## config.mk

```make
export PLATFORM = sky130hd
export DESIGN_NAME = pmd_cell
export DESIGN_NICKNAME = d
export VERILOG_FILES = /design/src/pmd_pkg.sv /design/src/pmd_cell.sv
export SDC_FILE = /design/constraint.sdc
export NUM_CORES = 1
export LEC_CHECK = 0
export BUFFER_PORTS_ARGS = -buffer_cell sky130_fd_sc_hd__buf_2
export CORE_ASPECT_RATIO = 1.5
export CORE_UTILIZATION = 50
export DETAILED_ROUTE_END_ITERATION = 16
export PLACE_DENSITY = 0.94
export SKIP_CTS_REPAIR_TIMING = 1
export SLEW_MARGIN = 15
export SYNTH_ARGS = -nofsm -noshare
export SYNTH_HDL_FRONTEND = slang
export SYNTH_SLANG_ARGS = --single-unit
```

## constraint.sdc

```tcl
create_clock -name clock -period 10.6 [get_ports clock]
set_clock_uncertainty 0.1 [all_clocks]
set_input_delay 1.06 -clock clock [delete_from_list [all_inputs] [get_ports clock]]
set_output_delay 1.06 -clock clock [all_outputs]
set_load 0.05 [all_outputs]
```

## src/pmd_pkg.sv

```systemverilog
// Shared constants and types for the dense Prim spanning tree block.
`default_nettype none
package pmd_pkg;
   localparam int MAX_NODES_DEF   = 16;
   localparam int WEIGHT_BITS_DEF = 16;
   localparam int IDX_BITS        = 6;
   localparam int TOTAL_BITS      = 22;
   localparam int CFG_BITS        = 5;
   localparam logic [CFG_BITS-1:0] NODE_COUNT_RST = 5'd16;

   typedef struct packed {
      logic init;
      logic mark;
      logic shift;
   } ctl_type;

   typedef struct packed {
      logic                valid;
      logic                found;
      logic [IDX_BITS-1:0] idx;
   } tok_type;
endpackage
`default_nettype wire

```

## src/pmd_cell.sv

```systemverilog
// One vertex cell: key, parent and visited flag, with a search token passed to the right.
`default_nettype none
module pmd_cell #(
   parameter int MAX_NODES   = pmd_pkg::MAX_NODES_DEF,
   parameter int WEIGHT_BITS = pmd_pkg::WEIGHT_BITS_DEF,
   parameter int CELL_INDEX  = 0
) (
   input  wire                                  clock,
   input  wire                                  reset,
   input  pmd_pkg::ctl_type                     ctl,
   input  wire  [$clog2(MAX_NODES)-1:0]         mark_idx,
   input  wire  [$clog2(MAX_NODES)-1:0]         u_vertex,
   input  wire  [$clog2(MAX_NODES+1)-1:0]       n_active,
   input  wire  [WEIGHT_BITS-1:0]               rd_weight,
   input  pmd_pkg::tok_type                     tok_left,
   input  wire  [WEIGHT_BITS:0]                 best_left,
   input  wire  [WEIGHT_BITS:0]                 nbr_key,
   input  wire  [$clog2(MAX_NODES)-1:0]         nbr_parent,
   output pmd_pkg::tok_type                     tok_right,
   output logic [WEIGHT_BITS:0]                 best_right,
   output logic [WEIGHT_BITS:0]                 key_out,
   output logic [$clog2(MAX_NODES)-1:0]         parent_out
);
   localparam int IW = $clog2(MAX_NODES);
   localparam int NW = $clog2(MAX_NODES + 1);
   localparam int KW = WEIGHT_BITS + 1;
   localparam logic [KW-1:0] KEY_INF = '1;
   localparam logic [KW-1:0] KEY_RST = (CELL_INDEX == 0) ? '0 : KEY_INF;

   logic [KW-1:0]    key_ff, key_in, key_new, w_ext;
   logic [IW-1:0]    parent_ff, parent_in;
   logic             intree_ff, intree_in;
   pmd_pkg::tok_type tok_ff, tok_in;
   logic [KW-1:0]    best_ff, best_in;
   logic             active, upd, cand;

   always_comb begin
      active  = NW'(CELL_INDEX) < n_active;
      w_ext   = {1'b0, rd_weight};
      upd     = tok_left.valid && active && !intree_ff && (rd_weight != '0) && (w_ext < key_ff);
      key_new = upd ? w_ext : key_ff;
      cand    = tok_left.valid && active && !intree_ff && (key_new < best_left);
      tok_in  = tok_left;
      best_in = best_left;
      if (cand) begin
         tok_in.found = 1'b1;
         tok_in.idx   = pmd_pkg::IDX_BITS'(CELL_INDEX);
         best_in      = key_new;
      end
      key_in    = key_ff;
      parent_in = parent_ff;
      intree_in = intree_ff;
      if (ctl.init) begin
         key_in    = KEY_RST;
         parent_in = '0;
         intree_in = 1'b0;
      end else if (ctl.shift) begin
         key_in    = nbr_key;
         parent_in = nbr_parent;
      end else if (upd) begin
         key_in    = key_new;
         parent_in = u_vertex;
      end
      if (ctl.mark && (mark_idx == IW'(CELL_INDEX))) begin
         intree_in = 1'b1;
      end
   end

   always_ff @(posedge clock) begin
      if (reset) begin
         key_ff    <= KEY_RST;
         parent_ff <= '0;
         intree_ff <= 1'b0;
         tok_ff    <= '0;
      end else begin
         key_ff    <= key_in;
         parent_ff <= parent_in;
         intree_ff <= intree_in;
         tok_ff    <= tok_in;
      end
   end

   always_ff @(posedge clock) begin
      best_ff <= best_in;
   end

   assign tok_right  = tok_ff;
   assign best_right = best_ff;
   assign key_out    = key_ff;
   assign parent_out = parent_ff;
endmodule
`default_nettype wire

```

Yosys cells after proc, flatten, opt, wreduce, memory -nomap -nowiden

Index checks and enable logic that the tools add are counted.

Bits in registers: 47
Output and inout port bits: 46

Magnitude comparators: 3
Muxes and demuxes: 9
Reductions and logical operators: 13

Operators by type and width:

| kind                                               | number |
|---|---|
| two-way mux 17 bit                                 | 4 |
| < comparator 16 x 17 -> 1 bit                      | 1 |
| < comparator 17 bit                                | 1 |
| nonzero test 16 bit                                | 1 |
| two-way mux 4 bit                                  | 2 |
| two-way mux 7 bit                                  | 1 |
| logical AND 1 bit                                  | 6 |
| < comparator 1 x 5 -> 1 bit (first input constant) | 1 |
| logical NOT 4 bit                                  | 1 |
| nonzero test 2 bit                                 | 2 |
| OR reduction 2 bit                                 | 2 |
| two-way mux 1 bit                                  | 2 |
| logical NOT 1 bit                                  | 1 |

Longest topological paths before layout

Gate-level depths: netlist of the first run.

Word-level depth: 9
Gate-level depth with buffers: 17
Depth with buffers taken out: 15

Worst setup path after synthesis of the first run

Ideal clock, no wire load.

Path type: input-to-reg
Start point: input rd_weight[2]
End point: register best_ff[10] (netlist: best_right[10])
Arrival: 4.859 ns
Path slack: 5.519 ns
Stages: 16
Cell sequence: ha_1 > a211oi_2 > o221ai_1 > a211o_1 > a211o_1 > buf_2 > mux2_2 > ha_1 > a211oi_1 > nor2_1 > nor3b_1 > nand3_1 > a21oi_1 > nor2_4 > buf_6 > mux2_4

Longest elaborated chain between the ends: 7

Ends and longest elaborated chain:

| element                                                               | RTL line       | RTL |
|---|---|---|
| start, declared                                                       | pmd_cell.sv:14 | `input wire [WEIGHT_BITS-1:0] rd_weight,` |
| branches (longest 3 deep; another with < comparator 16 x 17 -> 1 bit) | -              |  |
| two-way mux 17 bit *                                                  | pmd_cell.sv:41 | `key_new = upd ? w_ext : key_ff;` |
| < comparator 17 bit                                                   | pmd_cell.sv:42 | `cand = tok_left.valid && active && !intree_ff && (key_new < best_left);` |
| logical AND 1 bit                                                     | pmd_cell.sv:42 |  |
| two-way mux 17 bit *                                                  | pmd_cell.sv:45 | `if (cand) begin` |
| via best_in[10]                                                       | pmd_cell.sv:34 | `logic [KW-1:0] best_ff, best_in;` |
| end signal, assigned                                                  | pmd_cell.sv:84 | `best_ff <= best_in;` |
| end, declared                                                         | pmd_cell.sv:34 |  |

Mark *: on every way through the listed nets, which the timed path passes.
A chain may end at the register's enable or synchronous reset.

Worst setup path after layout of the first run

Start point: input rd_weight[2]
End point: register best_ff[5] (netlist: best_right[5])

The elaborated chain is that of the path after synthesis.

==> results of run 1 <==
metrics by stage:
| step | hold WS (ps) | util | cell area [um^2] | power (mW) | std cells |
|---|---|---|---|---|---|
| finish | 506.2 | 0.6781 | 3530 | 0.4973 | 473 |
| floorplan | 443.1 | - | 2753 | 0.3177 | 283 |
| global route | 577.3 | 0.6781 | 3530 | 0.5160 | 473 |
| CTS | 509.2 | 0.6781 | 3530 | 0.4971 | 473 |
| global placement | 470.2 | 0.6555 | 3412 | 0.3584 | 465 |
| detailed placement | 477.2 | 0.6555 | 3412 | 0.3633 | 465 |
where the power goes:
part | internal (mW) | switching [mW] | leakage, nW | total (mW)
Combinational | 0.0594 | 0.105 | 1.39 | 0.164
Sequential | 0.191 | 0.00538 | 0.388 | 0.196
Clock | 0.0763 | 0.0606 | 0.0612 | 0.137
registers in the layout, summed over array words and instances, names as in the netlist:
name and cells:
best_right 17, intree_ff 1, key_out 17, parent_out 4
tok_right 8
worst max-delay path, stage by stage:
cell and delay (ps):
buf_2 110, ha_1 320, a211oi_2 220, o221ai_1 140
a211o_1 310, a211o_1 660, mux2_2 480, ha_1 310
nand4_1 150, nor4_1 540, nand2_1 200, nand3_1 150
a21oi_1 160, nor2_4 610, mux2_2 400
cells in the mapped netlist, types with 6 or more instances:
| library cell | number |
|---|---|
| mux2_4 | 10 |
| a21oi_1 | 12 |
| nand2_1 | 10 |
| nor4b_1 | 6 |
| inv_1 | 33 |
| clkbuf_1 | 6 |
| ha_1 | 31 |
| nand4_1 | 7 |
| mux2_2 | 22 |
| dfxtp_1 | 47 |
| o21ai_0 | 10 |
| nor2_1 | 9 |
| mux2i_1 | 21 |
| nor4_1 | 6 |
| nor3_1 | 19 |
final cells by class:
cell class | count | area share
flip-flops and latches | 47 | 0.2666
inverters | 33 | 0.03509
clock buffers | 6 | 0.02340
repair buffers | 125 | 0.1772
well taps | 68 | 0.02410
multi-input cells | 192 | 0.4637
clock inverters | 2 | 0.009926
final timing paths:
kind	startpoint	end	slack [ps]	cells past startpoint
worst max-delay path	rd_weight[2]	best_right[5]	4850	15
worst min-delay path	intree_ff	intree_ff	510	3
worst max register to register	key_out[2]	best_right[5]	5320	15
worst min register to register	intree_ff	intree_ff	510	3
logic make-up after synthesis:
logic type      Yosys count
flops                    47
compound gates           33
fa+ha+maj                31
mux                      54
buf+inv                  44
simple gates             74
layer usage:
layer,routed length (um),share of wire,up-vias,track usage
met2,4116,0.54,98,0.5172
li1,-,-,1257,-
met3,357,0.047,20,0.04926
met4,273,0.036,0,0.1395
met5,0,0,-,0
met1,2822,0.37,1251,0.2657
==> impl_metrics.env, run 1 <==
export IMPL_outcome="complete, no violations"
export IMPL_place_gp_congestion=1.010
export IMPL_start_kind="primary input"
export IMPL_dieArea_mm2=0.005812
export IMPL_ir_worst_vdd_mv=0.09707
export IMPL_ys_types=35
export IMPL_final_fill_count=432
export IMPL_maxSlewHeadroom=0.2864
export IMPL_dr_pass1_iters=4
export IMPL_synthXorXnorAreaFrac=0
export IMPL_hold_class="reg2reg"
export IMPL_dp_worst_setup_slack_ps=4620
export IMPL_hold_viol_final=0
export IMPL_root_buffer="clkbuf_8"
export IMPL_yosys_area_share_simple=0.1509
export IMPL_drt_wl_total_um=7570
export IMPL_synth_fa_ha_area_frac=0.1409
export IMPL_fmax_mhz=173.9
export IMPL_yosysTopAreaCell="dfxtp_1"
export IMPL_cts_tree="done"
export IMPL_setup_viol=0
export IMPL_ctsHtreeMaxLevel=2
export IMPL_place_hpwl_um=5953
export IMPL_gr_usage_all_layers=0.2681
export IMPL_cts_inserted_buffers=5
export IMPL_vias_per_cell=5.552
export IMPL_worstSkewPairLatency_ps=310
export IMPL_die_x_um=62.58
export IMPL_synthFlopType="dfxtp_1"
export IMPL_cts_buffer_depth=2
export IMPL_synth_nets=394
export IMPL_worst_pin_slew_ps=1070
export IMPL_area_delta_synth_final_pct=28.23
export IMPL_fp_dieH_um=92.88
export IMPL_start_util=0.5288
export IMPL_cellLeakagePower_nw=1.842
export IMPL_nets=515
export IMPL_clk_pin_slew_ps=80
export IMPL_mostFrequentLayoutCells="buf_2 (125), dfxtp_1 (47), inv_1 (33), ha_1 (31), mux2_2 (22)"
export IMPL_synth_compound_area_share=0.07364
export IMPL_grt_pass1_wl_um=12070
export IMPL_critPathCaptureType="flop"
export IMPL_cp_data_arrival_time_ps=5850
export IMPL_synth_edf_count=0
export IMPL_path_class="in2reg"
export IMPL_grt_antenna_before_repair=0
export IMPL_p_per_area_mw_per_mm2=140.9
export IMPL_synth_top_area_share=0.3418
export IMPL_synth_top_family_by_area="multiplexers"
export IMPL_syn_area_per_cell_um2=9.727
export IMPL_layout_commonest_cell="buf_2"
export IMPL_multiInputGateArea_mm2=0.001637
export IMPL_grt_pass1_vias=2681
export IMPL_rows=32
export IMPL_overflow=0
export IMPL_cts_sinks=47
export IMPL_finalSetupTns_ps=0
export IMPL_synth_area_top_cells="dfxtp_1 (34%), ha_1 (14%), mux2_2 (9.0%)"
export IMPL_routedWlPerCell_um=16.00
export IMPL_finalCritPeriodShare=0.5426
export IMPL_first_iter_violations=140
export IMPL_io_pins=126
export IMPL_worstPathMaxFanout=22
export IMPL_fin_ws_ps=4848
export IMPL_netlist_area_mm2=0.002753
export IMPL_async_reset_ff_frac=0
export IMPL_seq_area_um2=940.9
export IMPL_yosysWarnings=0
export IMPL_slew_violations=0
export IMPL_synth_seq_cells=47
export IMPL_grt_max_degree=28
export IMPL_layout_min_cycle_time_ps=5752
export IMPL_synthCells=283
export IMPL_required_ps=10700
export IMPL_ant_nets=0
export IMPL_synth_mux_area_fraction=0.2291
export IMPL_drc=0
export IMPL_vias=2626
export IMPL_core_mm2=0.005205
export IMPL_seq_area_frac_synth=0.3418
export IMPL_antennaDiodeCount=0
export IMPL_grt_setup_unrepaired="no"
export IMPL_drive_gt1_frac=0.4148
export IMPL_maxCapViolCount=0
export IMPL_io_buffers=125
Power figures use the tool's default switching activity.
==> run 2, diff against run 1 <==
--- a/config.mk
+++ b/config.mk
@@ -5,11 +5,12 @@
 export SDC_FILE = /design/constraint.sdc
 export NUM_CORES = 1
 export LEC_CHECK = 0
+export ABC_AREA = 1
 export BUFFER_PORTS_ARGS = -buffer_cell sky130_fd_sc_hd__buf_2
 export CORE_ASPECT_RATIO = 1.5
-export CORE_UTILIZATION = 50
+export CORE_UTILIZATION = 48
 export DETAILED_ROUTE_END_ITERATION = 16
-export PLACE_DENSITY = 0.94
+export PLACE_DENSITY = 0.9
 export SKIP_CTS_REPAIR_TIMING = 1
 export SLEW_MARGIN = 15
 export SYNTH_ARGS = -nofsm -noshare
==> constraint.sdc (replaced) <==
create_clock -name clock -period 5.5 [get_ports clock]
set_clock_uncertainty 0.1 [all_clocks]
set_input_delay 0.55 -clock clock [delete_from_list [all_inputs] [get_ports clock]]
set_output_delay 0.55 -clock clock [all_outputs]
set_load 0.05 [all_outputs]
==> run 2 against run 1 <==
  * Sequential power up 93%
  * Power up 98%
  * Global-route usage down 1.2 points
  * Sequential share of layout area down 0.82 points
  * Core utilization down 4.9 points
  * Die area up 8.5%
  * Wire length up 3.2%
  * First-iteration DRC count down 19%
  * Critical path type is now reg2reg
==> impl_metrics.env, run 2 <==
export IMPL_rows=34
export IMPL_p_seq_frac=0.383
export IMPL_routedWlPerCell_um=12.80
export IMPL_worst_pin_slew_ps=860.4
export IMPL_cellLeakagePower_nw=2.127
export IMPL_swShare=0.3842
export IMPL_combPwrFrac=0.348
export IMPL_die_x_um=65.18
export IMPL_drive_gt1_frac=0.2937
export IMPL_timing_rr_end="tok_right[0]"
export IMPL_cts_sinks=47
export IMPL_hold_viol_final=0
export IMPL_ys_top_cells_by_count="nand2_1 (87), nor2_1 (71), inv_1 (69)"
export IMPL_reg2reg_depth=20
export IMPL_setup_viol=0
export IMPL_power_switching_uw=379.1
export IMPL_cp_top_family="simple AND/OR/NAND/NOR gates"
export IMPL_path_depth=20
export IMPL_io_pins=126
export IMPL_ys_types=31
export IMPL_rr_startpoint="key_out[4]"
export IMPL_dp_worst_setup_slack_ps=1222
export IMPL_grt_pass1_vias=2920
export IMPL_gr_usage_all_layers=0.2560
export IMPL_cts_tree="done"
export IMPL_clk_pin_slew_ps=100
export IMPL_synth_seq_cells=47
export IMPL_clock_power_share=0.269
export IMPL_placed_cells=602
export IMPL_place_gp_congestion=0.9073
export IMPL_syn_area_per_cell_um2=6.925
export IMPL_synthFlopType="dfxtp_1"
export IMPL_slew_violations=0
export IMPL_start_kind="flop"
export IMPL_dr_pass1_iters=4
export IMPL_outcome="complete, no violations"
export IMPL_cts_inserted_buffers=5
export IMPL_placed_area_mm2=0.003526
export IMPL_reg2reg_slack_ps=1450
export IMPL_synth_nets=526
export IMPL_worstPathCellList="inv_1 -> ha_1 -> nand2_1 -> inv_1 -> nand2_1 -> nand2_1 -> nand2_1 -> nand2_1 -> nand2_1 -> nand3_4 -> a21oi_1 -> ha_1 -> a21oi_1 -> o21ai_0 -> nand2_1 -> o2111ai_1 -> nor2_2 -> nand2_8 -> nand2_2 -> nor2_1"
export IMPL_hold_class="in2reg"
export IMPL_worstPathMaxFanout=34
export IMPL_fmax_mhz=247.1
export IMPL_maxSlewHeadroom=0.4258
export IMPL_grt_pass1_wl_um=12700
export IMPL_finalSetupTns_ps=0
export IMPL_yosysMostFrequentCell="nand2_1"
export IMPL_fp_dieH_um=96.77
export IMPL_ir_worst_vdd_mv=0.1598
export IMPL_required_ps=5610
export IMPL_critPathCaptureType="flop"
export IMPL_grt_setup_unrepaired="no"
export IMPL_synthCells=415
export IMPL_drc=0
export IMPL_fin_cells=610
export IMPL_overflow=0
export IMPL_io_buffers=125
export IMPL_async_reset_ff_frac=0
export IMPL_fin_ws_ps=1453
export IMPL_grt_antenna_before_repair=0
export IMPL_grt_max_degree=35
export IMPL_synth_area_top_cells="dfxtp_1 (33%), ha_1 (13%), nand2_1 (11%)"
export IMPL_netlist_area_mm2=0.002874
export IMPL_core_mm2=0.005786
export IMPL_place_hpwl_um=6081
export IMPL_stdcell_area_mm2=0.003641
export IMPL_whs_ps=328.9
export IMPL_vias=3035
export IMPL_cts_buffer_depth=2
export IMPL_final_core_util=0.6293
export IMPL_p_per_area_mw_per_mm2=271.0
export IMPL_mostFrequentLayoutCells="buf_2 (125), nand2_1 (87), nor2_1 (71), inv_1 (69), dfxtp_1 (47)"
export IMPL_synth_edf_count=0
export IMPL_finalCritPeriodShare=0.7359
export IMPL_cp_startpoint="key_out[4]"
export IMPL_crit_buf_inv=2
export IMPL_root_buffer="clkbuf_8"
export IMPL_ant_nets=0
export IMPL_synth_top_area_share=0.3274
export IMPL_ctsHtreeMaxLevel=2
export IMPL_area_delta_synth_final_pct=26.69
export IMPL_cp_data_arrival_time_ps=4160
export IMPL_worstSkewPairLatency_ps=310
export IMPL_nets=648
export IMPL_maxCapViolCount=0
export IMPL_p_int_uw=607.7
export IMPL_start_util=0.4968
export IMPL_layout_min_cycle_time_ps=4047
export IMPL_slowest_stage="nor2_2"
export IMPL_seq_area_frac_synth=0.3274
export IMPL_power_uw=986.8
export IMPL_vias_per_cell=4.975
export IMPL_crit_path_frequent_cell="nand2_1"
export IMPL_path_class="reg2reg"
export IMPL_yosysTopAreaCell="dfxtp_1"
export IMPL_yosysWarnings=0
export IMPL_max_stage_delay_ps=700
export IMPL_first_iter_violations=113
export IMPL_drt_wl_total_um=7810
export IMPL_layout_commonest_cell="buf_2"
export IMPL_antennaDiodeCount=0
export IMPL_crit_end="tok_right[0]"
export IMPL_dieArea_mm2=0.006307
## run 2: cell count changes after synthesis, moves of 6 or more
cell / before / now
mux2i_1: 21 / 0
mux2_4: 10 / 0
o21ai_0: 10 / 18
a21oi_1: 12 / 21
a21oi_2: 0 / 9
nand2_1: 10 / 87
nor3_1: 19 / 0
mux2_2: 22 / 0
inv_1: 33 / 69
nand3_1: 2 / 20
nor2_1: 9 / 71
nor4b_1: 6 / 0
## run 2: power groups by stage
stage	Sequential [mW]	Combinational, mW	Clock [mW]
global route	0.382	0.374	0.281
floorplan	0.492	0.142	0
detailed placement	0.386	0.339	0
CTS	0.379	0.343	0.267
finish	0.378	0.343	0.265
global placement	0.386	0.331	0
## run 2: area by class of cell
type	count	area, um^2
fill	552	2145
timing repair buffer	126	633.1
clock inverter	3	46.29
multi-input combinational	286	1595
tap	72	90.09
inverter	71	266.5
sequential	47	940.9
clock buffer	5	68.82
## run 2: kinds of logic after synthesis
group / share of synthesized area
DFF: 0.3274
AOI/OAI and AO/OA: 0.1149
buffers and inverters: 0.1175
adders and majority gates: 0.1350
and+or+nand+nor: 0.3052
## run 2: worst min path at each step
stage | startpoint | endpoint | depth (start not counted)
floorplan | intree_ff | intree_ff | 2
global placement | parent_out[1] | parent_out[1] | 2
detailed placement | parent_out[3] | parent_out[3] | 2
CTS | reset | tok_right[6] | 2
global route | reset | tok_right[6] | 2
finish | reset | tok_right[6] | 2
## run 2: metal layers
| layer | GRT usage | up-vias | routed length (um) |
|---|---|---|---|
| met5 | 0 | - | 0 |
| met3 | 0.04245 | 17 | 460 |
| met4 | 0.1120 | 0 | 214 |
| met1 | 0.2868 | 1352 | 2970 |
| li1 | - | 1545 | - |
| met2 | 0.4576 | 121 | 4165 |
